--- src/hdl/chgs_pkg.sv ---
package chgs_pkg;

  localparam int MAX_POINTS = 64;
  localparam int COORD_BITS = 31;
  localparam int IDX_W      = $clog2(MAX_POINTS);
  localparam int CNT_W      = $clog2(MAX_POINTS + 1);
  localparam int DIFF_W     = COORD_BITS + 1;
  localparam int PROD_W     = 2 * DIFF_W;

  // Source of the point memory read address
  typedef enum logic [1:0] {
    PT_CTRL,
    PT_ORD,
    PT_STK
  } pt_src_t;

  // Which coordinate register takes the point memory read data
  typedef enum logic [1:0] {
    CAP_NONE,
    CAP_BASE,
    CAP_Q,
    CAP_R
  } cap_t;

  // Source of an index written to the order or stack memory
  typedef enum logic [1:0] {
    SRC_BASE,
    SRC_Q,
    SRC_R,
    SRC_ORD
  } idx_src_t;

  // Multiplier operation
  typedef enum logic [2:0] {
    MUL_NONE,
    MUL_L,
    MUL_R,
    MUL_AX,
    MUL_AY,
    MUL_BX,
    MUL_BY
  } mul_t;

  // Output register load
  typedef enum logic [1:0] {
    OUT_NONE,
    OUT_HULL,
    OUT_ERR
  } out_ld_t;

  typedef struct packed {
    logic             pt_we;
    logic [IDX_W-1:0] pt_waddr;
    pt_src_t          pt_rsrc;
    logic [IDX_W-1:0] pt_raddr;
    cap_t             cap;
    logic             ord_we;
    logic [IDX_W-1:0] ord_waddr;
    idx_src_t         ord_wsrc;
    logic [IDX_W-1:0] ord_raddr;
    logic             stk_we;
    logic [IDX_W-1:0] stk_waddr;
    idx_src_t         stk_wsrc;
    logic [IDX_W-1:0] stk_raddr;
    logic             diff_en;
    mul_t             mul;
    out_ld_t          out_ld;
    logic             out_last;
  } cmd_t;

  typedef struct packed {
    logic better_pivot;
    logic turn_cw;
    logic turn_ccw;
    logic dist_lt;
    logic dist_eq;
    logic idx_lt;
  } status_t;

endpackage

--- src/hdl/chgs_ctrl.sv ---
module chgs_ctrl (
  input  logic              clk,
  input  logic              rst,
  input  logic              in_valid,
  output logic              in_ready,
  input  logic              final_point,
  output logic              out_valid,
  input  logic              out_ready,
  input  chgs_pkg::status_t status,
  output chgs_pkg::cmd_t    cmd
);

  localparam int IW = chgs_pkg::IDX_W;
  localparam int CW = chgs_pkg::CNT_W;

  typedef enum logic [4:0] {
    LOAD, PIV_RD, PIV_CMP,
    SORT_I, SORT_QLD, SORT_J, SORT_JRD, SORT_RRD, SORT_PUT,
    CMP_DIFF, CMP_L, CMP_R, CMP_EVAL,
    DST_AX, DST_AY, DST_BX, DST_BY, DST_EVAL,
    SCAN_INIT, SCAN_S1, SCAN_S2, SCAN_I, SCAN_PUSH, SCAN_CHK,
    SCAN_F1, SCAN_F2, SCAN_F3, SCAN_F4,
    OUT_RD, OUT_R2, OUT_R3, OUT_W
  } state_t;

  state_t        state;
  logic [CW-1:0] cnt, n, i, j, m, d, k;
  logic [IW-1:0] pv;
  logic          scan_mode;
  logic          last_r;

  logic          has_room;
  logic [CW-1:0] cnt_next;
  logic [CW-1:0] i_inc, j_dec, d_m1, d_m2, d_m3, k_inc;
  logic          collinear;
  logic          sort_before;

  assign has_room    = cnt < CW'(chgs_pkg::MAX_POINTS);
  assign cnt_next    = has_room ? cnt + CW'(1) : cnt;
  assign i_inc       = i + CW'(1);
  assign j_dec       = j - CW'(1);
  assign d_m1        = d - CW'(1);
  assign d_m2        = d - CW'(2);
  assign d_m3        = d - CW'(3);
  assign k_inc       = k + CW'(1);
  assign collinear   = !status.turn_cw && !status.turn_ccw;
  assign sort_before = status.dist_lt || (status.dist_eq && status.idx_lt);
  assign in_ready    = state == LOAD;

  // Issue datapath commands per state
  always_comb begin
    cmd = '0;
    unique case (state)
      LOAD: begin
        cmd.pt_we    = in_valid && has_room;
        cmd.pt_waddr = cnt[IW-1:0];
        // load the error result when a short set ends
        if (in_valid && final_point && (cnt_next < CW'(3))) begin
          cmd.out_ld = chgs_pkg::OUT_ERR;
        end
      end
      PIV_RD:   cmd.pt_raddr = i[IW-1:0];
      PIV_CMP:  cmd.cap = ((i == '0) || status.better_pivot) ? chgs_pkg::CAP_BASE
                                                              : chgs_pkg::CAP_NONE;
      SORT_I:   cmd.pt_raddr = i[IW-1:0];
      SORT_QLD: cmd.cap = chgs_pkg::CAP_Q;
      SORT_J:   cmd.ord_raddr = j_dec[IW-1:0];
      SORT_JRD: cmd.pt_rsrc = chgs_pkg::PT_ORD;
      SORT_RRD: cmd.cap = chgs_pkg::CAP_R;
      SORT_PUT: begin
        cmd.ord_we    = 1'b1;
        cmd.ord_waddr = j[IW-1:0];
        cmd.ord_wsrc  = chgs_pkg::SRC_Q;
      end
      CMP_DIFF: cmd.diff_en = 1'b1;
      CMP_L:    cmd.mul = chgs_pkg::MUL_L;
      CMP_R:    cmd.mul = chgs_pkg::MUL_R;
      CMP_EVAL: begin
        if (scan_mode) begin
          // drop the middle point of a counterclockwise turn
          cmd.stk_we    = status.turn_ccw;
          cmd.stk_waddr = d_m2[IW-1:0];
          cmd.stk_wsrc  = chgs_pkg::SRC_R;
        end else begin
          cmd.ord_we    = status.turn_cw;
          cmd.ord_waddr = j[IW-1:0];
          cmd.ord_wsrc  = chgs_pkg::SRC_R;
        end
      end
      DST_AX:   cmd.mul = chgs_pkg::MUL_AX;
      DST_AY:   cmd.mul = chgs_pkg::MUL_AY;
      DST_BX:   cmd.mul = chgs_pkg::MUL_BX;
      DST_BY:   cmd.mul = chgs_pkg::MUL_BY;
      DST_EVAL: begin
        cmd.ord_we    = sort_before;
        cmd.ord_waddr = j[IW-1:0];
        cmd.ord_wsrc  = chgs_pkg::SRC_R;
      end
      SCAN_INIT: begin
        cmd.stk_we    = 1'b1;
        cmd.stk_waddr = IW'(0);
        cmd.stk_wsrc  = chgs_pkg::SRC_BASE;
        cmd.ord_raddr = IW'(0);
      end
      SCAN_S1: begin
        cmd.stk_we    = 1'b1;
        cmd.stk_waddr = IW'(1);
        cmd.stk_wsrc  = chgs_pkg::SRC_ORD;
        cmd.ord_raddr = IW'(1);
      end
      SCAN_S2: begin
        cmd.stk_we    = 1'b1;
        cmd.stk_waddr = IW'(2);
        cmd.stk_wsrc  = chgs_pkg::SRC_ORD;
      end
      SCAN_I:   cmd.ord_raddr = i[IW-1:0];
      SCAN_PUSH: begin
        cmd.stk_we    = 1'b1;
        cmd.stk_waddr = d[IW-1:0];
        cmd.stk_wsrc  = chgs_pkg::SRC_ORD;
      end
      SCAN_CHK: cmd.stk_raddr = d_m3[IW-1:0];
      SCAN_F1: begin
        cmd.pt_rsrc   = chgs_pkg::PT_STK;
        cmd.stk_raddr = d_m2[IW-1:0];
      end
      SCAN_F2: begin
        cmd.cap       = chgs_pkg::CAP_BASE;
        cmd.pt_rsrc   = chgs_pkg::PT_STK;
        cmd.stk_raddr = d_m1[IW-1:0];
      end
      SCAN_F3: begin
        cmd.cap     = chgs_pkg::CAP_Q;
        cmd.pt_rsrc = chgs_pkg::PT_STK;
      end
      SCAN_F4:  cmd.cap = chgs_pkg::CAP_R;
      OUT_RD:   cmd.stk_raddr = k[IW-1:0];
      OUT_R2:   cmd.pt_rsrc = chgs_pkg::PT_STK;
      OUT_R3: begin
        cmd.out_ld   = chgs_pkg::OUT_HULL;
        cmd.out_last = k_inc == d;
      end
      OUT_W: ;
      default: ;
    endcase
  end

  // Hold state, loop counters and the output valid flag
  always_ff @(posedge clk) begin
    if (rst) begin
      state     <= LOAD;
      cnt       <= '0;
      out_valid <= 1'b0;
      scan_mode <= 1'b0;
    end else begin
      unique case (state)
        LOAD: begin
          if (in_valid) begin
            cnt <= cnt_next;
            if (final_point) begin
              cnt       <= '0;
              n         <= cnt_next;
              i         <= '0;
              scan_mode <= 1'b0;
              state     <= PIV_RD;
              if (cnt_next < CW'(3)) begin
                state <= OUT_W;
                out_valid <= 1'b1;
                last_r    <= 1'b1;
              end
            end
          end
        end
        PIV_RD:  state <= PIV_CMP;
        PIV_CMP: begin
          if ((i == '0) || status.better_pivot) begin
            pv <= i[IW-1:0];
          end
          if (i_inc == n) begin
            i     <= '0;
            m     <= '0;
            state <= SORT_I;
          end else begin
            i     <= i_inc;
            state <= PIV_RD;
          end
        end
        SORT_I: begin
          if (i == n) begin
            scan_mode <= 1'b1;
            state     <= SCAN_INIT;
          end else if (i[IW-1:0] == pv) begin
            i <= i_inc;
          end else begin
            j     <= m;
            state <= SORT_QLD;
          end
        end
        SORT_QLD: state <= SORT_J;
        SORT_J:   state <= (j == '0) ? SORT_PUT : SORT_JRD;
        SORT_JRD: state <= SORT_RRD;
        SORT_RRD: state <= CMP_DIFF;
        SORT_PUT: begin
          m     <= m + CW'(1);
          i     <= i_inc;
          state <= SORT_I;
        end
        CMP_DIFF: state <= CMP_L;
        CMP_L:    state <= CMP_R;
        CMP_R:    state <= CMP_EVAL;
        CMP_EVAL: begin
          if (scan_mode) begin
            if (status.turn_ccw) begin
              d     <= d_m1;
              state <= SCAN_CHK;
            end else begin
              state <= SCAN_I;
            end
          end else if (collinear) begin
            state <= DST_AX;
          end else if (status.turn_cw) begin
            j     <= j_dec;
            state <= SORT_J;
          end else begin
            state <= SORT_PUT;
          end
        end
        DST_AX: state <= DST_AY;
        DST_AY: state <= DST_BX;
        DST_BX: state <= DST_BY;
        DST_BY: state <= DST_EVAL;
        DST_EVAL: begin
          if (sort_before) begin
            j     <= j_dec;
            state <= SORT_J;
          end else begin
            state <= SORT_PUT;
          end
        end
        SCAN_INIT: state <= SCAN_S1;
        SCAN_S1:   state <= SCAN_S2;
        SCAN_S2: begin
          d     <= CW'(3);
          i     <= CW'(2);
          state <= SCAN_I;
        end
        SCAN_I: begin
          if (i == m) begin
            k     <= '0;
            state <= OUT_RD;
          end else begin
            state <= SCAN_PUSH;
          end
        end
        SCAN_PUSH: begin
          d     <= d + CW'(1);
          i     <= i_inc;
          state <= SCAN_CHK;
        end
        SCAN_CHK: state <= (d > CW'(3)) ? SCAN_F1 : SCAN_I;
        SCAN_F1:  state <= SCAN_F2;
        SCAN_F2:  state <= SCAN_F3;
        SCAN_F3:  state <= SCAN_F4;
        SCAN_F4:  state <= CMP_DIFF;
        OUT_RD:   state <= OUT_R2;
        OUT_R2:   state <= OUT_R3;
        OUT_R3: begin
          out_valid <= 1'b1;
          last_r    <= k_inc == d;
          state     <= OUT_W;
        end
        OUT_W: begin
          if (out_ready) begin
            out_valid <= 1'b0;
            if (last_r) begin
              state <= LOAD;
            end else begin
              k     <= k_inc;
              state <= OUT_RD;
            end
          end
        end
        default: state <= LOAD;
      endcase
    end
  end

endmodule

--- config.mk ---
export PLATFORM = sky130hd
export DESIGN_NAME = chgs_ctrl
export DESIGN_NICKNAME = d
export VERILOG_FILES = /design/src/hdl/chgs_pkg.sv /design/src/hdl/chgs_ctrl.sv
export SDC_FILE = /design/constraint.sdc
export NUM_CORES = 1
export LEC_CHECK = 0
export ABC_CLOCK_PERIOD_IN_PS = 3500
export BUFFER_PORTS_ARGS = -buffer_cell sky130_fd_sc_hd__clkbuf_2
export CORE_UTILIZATION = 35
export DETAILED_ROUTE_END_ITERATION = 10
export HOLD_SLACK_MARGIN = 0.15
export PLACE_DENSITY = 0.54
export SLEW_MARGIN = 40
export SYNTH_ARGS = -nofsm -noshare
export SYNTH_HDL_FRONTEND = slang
export SYNTH_SLANG_ARGS = --single-unit
--- constraint.sdc ---
create_clock -name clk -period 3.5 [get_ports clk]
set_input_delay 0.175 -clock clk [delete_from_list [all_inputs] [get_ports clk]]
set_output_delay 0.175 -clock clk [all_outputs]
set_load 0.01 [all_outputs]
==> metrics <==
status completed; peak supply drop 281 uV; Final Skew 0.00554 ns; Worst R2R End k[3]; Starting Density 0.358; Die W 121 um; setup TNS 0 ns; area delta synth->final 15.6%; Root Buffer clkbuf_16; drt wl/cell 17.8 um; DRT iter0 DRCs 488; Highest Clock Rate 339 MHz; CTS Hold Bufs 0; Critical Path Source Type flop; CTS Buf Count 9; CP max FO 14; WP data required 3.32 ns; synthesized flop and latch total 63; switching share of total power 0.412; Rel. slew slack 0.442; CP max stage delay 0.64 ns; fraction of power consumed by combinational cells 0.414; global-route usage over all layers 0.208; multi-input logic area 2980 um2; FP Rows 43; clk sink count 63; Fin. Hold Viols 0; Worst Hold Class primary input to flop; Tmin final 2.95 ns; r2r setup slk 0.75 ns; Syn Area/Cell 8.29 um2; power per cell area 597 nW/um2; final setup vio count 0; nets 673; Cell Area, Synth 4970 um2; Die Ht 121 um; Top Ports 67; n_diodes 0; vias per cell 5.62; Net Count, Synth 622; Fillers 1,422; Cells after Synth 599; final worst slack 0.549 ns; P_int 2.01 mW; max-capacitance violation count 0; Setup Buffers After CTS 0; Max H-tree Level 3; vias in the first global route 4,433; Worst-Skew Late Latency 0.33 ns; grt ovf 0; routability cong. 0.920; Slew @ Worst Pin 0.831 ns; die area 14,700 um2; first-pass GRT wire length 23,400 um; Reg2Reg Depth 6; WHS Endpoint scan_mode; fin. max-slew vios 0; number of I/O port buffers 66; launch point of the worst reg-to-reg path state[4]; TritonCTS clock tree done; EDFF count, synth 49; RSZ-0062 raised after global routing no; CP Class flop to primary output; dpl ws 0.768 ns; Critical Path End Type primary output; P_sw 1.41 mW; Hold Crit Start final_point; Top FF cell, synth edfxtp_1; DR vias 4,690; Leakage 2.21 nW; initial antenna violation count 0; Clk pwr share 0.261; Seq/Total Area, Yosys 0.353; largest net degree at the start of global routing 26; critical-path cell list buf_4 -> nand2b_1 -> nor2_1 -> nand2_1 -> o21ai_0 -> nand2_1 -> o21ai_0 -> clkbuf_2; First-pass DRT Iterations 8; Cell variety after synth 74; Resize count post-CTS 0; aggregate routed wire length 14,900 um; Seq pwr share 0.325; Detailed Place HPWL 11,400 um; final critical-path share of the clock period 0.843; post-synthesis async set-or-reset flop share 0; Worst-path clk slew 0.05 ns; FF+latch area 1750 um2; hold path depth 2; Clock Tree Buf Depth 2; core footprint 13,900 um2; Yosys Warn Count 0; Slowest cell on crit path dfxtp_1; Worst EP arrival 2.78 ns; ratio of cells with drive above 1 in the final layout 0.174; drc violations 0; Post-DRT Antenna Nets 0
## kinds of logic after synthesis
family / after synthesis / synth area share
and+or+nand+nor: 260 / 0.260
AOI/OAI and AO/OA: 139 / 0.186
xor gates and xnor gates: 64 / 0.113
DFF: 63 / 0.353
buffers and inverters: 57 / 0.0491
adders and majority gates: 12 / 0.0302
muxes: 4 / 0.00857
## cells in the final DEF (no fill, tap or decap), types with 5 or more instances in the layout
master and n:
xnor2_1 29, inv_1 17, edfxtp_1 49, nor4_1 5, nor3_1 20, and3_1 13, o21ai_0 32, buf_4 13
clkbuf_16 9, a21oi_1 41, nand2_1 57, ha_1 12, nor2_1 77, nor2b_1 6, a211oi_1 8, nand3_1 23
clkbuf_2 66, or3_1 5, xor2_1 35, dfxtp_1 14, and2_1 16, nand4_1 8, o211ai_1 5, nand2b_1 8
## Yosys cell counts (3+ instances only)
library cell / instances / share of area
buf_2: 11 / 0.011
a21oi_1: 41 / 0.041
o211ai_1: 5 / 0.0076
ha_1: 12 / 0.030
o22ai_1: 3 / 0.0038
a31oi_1: 4 / 0.0050
nor2b_1: 6 / 0.0076
or3_1: 5 / 0.0063
xnor2_1: 29 / 0.051
nand2_1: 57 / 0.043
o31ai_1: 3 / 0.0045
nand2b_1: 8 / 0.010
edfxtp_1: 49 / 0.30
nand3_1: 23 / 0.023
a221o_1: 3 / 0.0060
dfxtp_1: 14 / 0.056
o21ai_0: 32 / 0.032
nor3_1: 21 / 0.021
or2_2: 4 / 0.0050
and2_1: 16 / 0.020
nor2_1: 77 / 0.058
buf_1: 5 / 0.0038
clkbuf_1: 19 / 0.014
o21ai_1: 3 / 0.0030
a211oi_1: 8 / 0.012
and3_1: 13 / 0.016
nor4_1: 5 / 0.0063
xor2_1: 35 / 0.062
nor3b_1: 3 / 0.0045
inv_1: 17 / 0.013
nand3b_1: 3 / 0.0045
a221oi_1: 4 / 0.0071
nand4_1: 8 / 0.010
## sequential cells by signal (all words and copies together) (netlist names)
register and cells:
pv 6, state 5, d 7, k 7, j 7, scan_mode 1, n 7, i 7
cnt 7, last_r 1, m 7, out_valid 1
## worst max-delay path: cells and delay by family (launching register included)
family	cells	cell delay (ns)
and+or+nand+nor	4	1.10
buffers and inverters	2	0.44
AOI/OAI and AO/OA	2	0.26
DFF	1	0.64
## per-layer routing
layer,vias to the layer above,track usage,share of wire
met5,-,0,0
met4,0,0.0864,0.020
met3,21,0.0324,0.065
met2,168,0.320,0.46
met1,2250,0.290,0.46
li1,2251,-,-
## power by group through the flow
stage / Combinational [mW] / Sequential [mW] / Clock, mW
finish: 1.42 / 1.11 / 0.893
global route: 1.56 / 1.13 / 0.953
CTS: 1.40 / 1.11 / 0.914
detailed placement: 1.39 / 1.12 / 0
global placement: 1.38 / 1.12 / 0
floorplan: 1.09 / 0.983 / 0
## final cells by class
class | instances | share of cell area
clock inverter | 3 | 0.00763
sequential | 63 | 0.305
timing repair buffer | 79 | 0.0745
clock buffer | 13 | 0.0436
tap | 180 | 0.0392
inverter | 18 | 0.0118
multi-input combinational | 479 | 0.518
## stage by stage
| stage | power, mW | area (um2) | hold slack (ns) | std cells | util |
|---|---|---|---|---|---|
| after global routing | 3.64 | 5740 | 0.250 | 835 | 0.414 |
| after floorplan | 2.07 | 4970 | 0.392 | 599 | - |
| final | 3.42 | 5740 | 0.250 | 835 | 0.414 |
| after detailed placement | 2.51 | 5450 | 0.474 | 819 | 0.392 |
| after global placement | 2.50 | 5440 | 0.461 | 819 | 0.392 |
| after CTS | 3.42 | 5740 | 0.238 | 835 | 0.414 |
## worst max path at each step
stage               cells past startpoint     start       to
floorplan                               6      i[3]     i[0]
global placement                        7      i[0]     m[4]
detailed placement                      7      i[0]     m[5]
CTS                                     8  state[4]  cmd[18]
global route                            8  state[4]  cmd[18]
finish                                  8  state[4]  cmd[18]
Power figures use the tool's default switching activity.
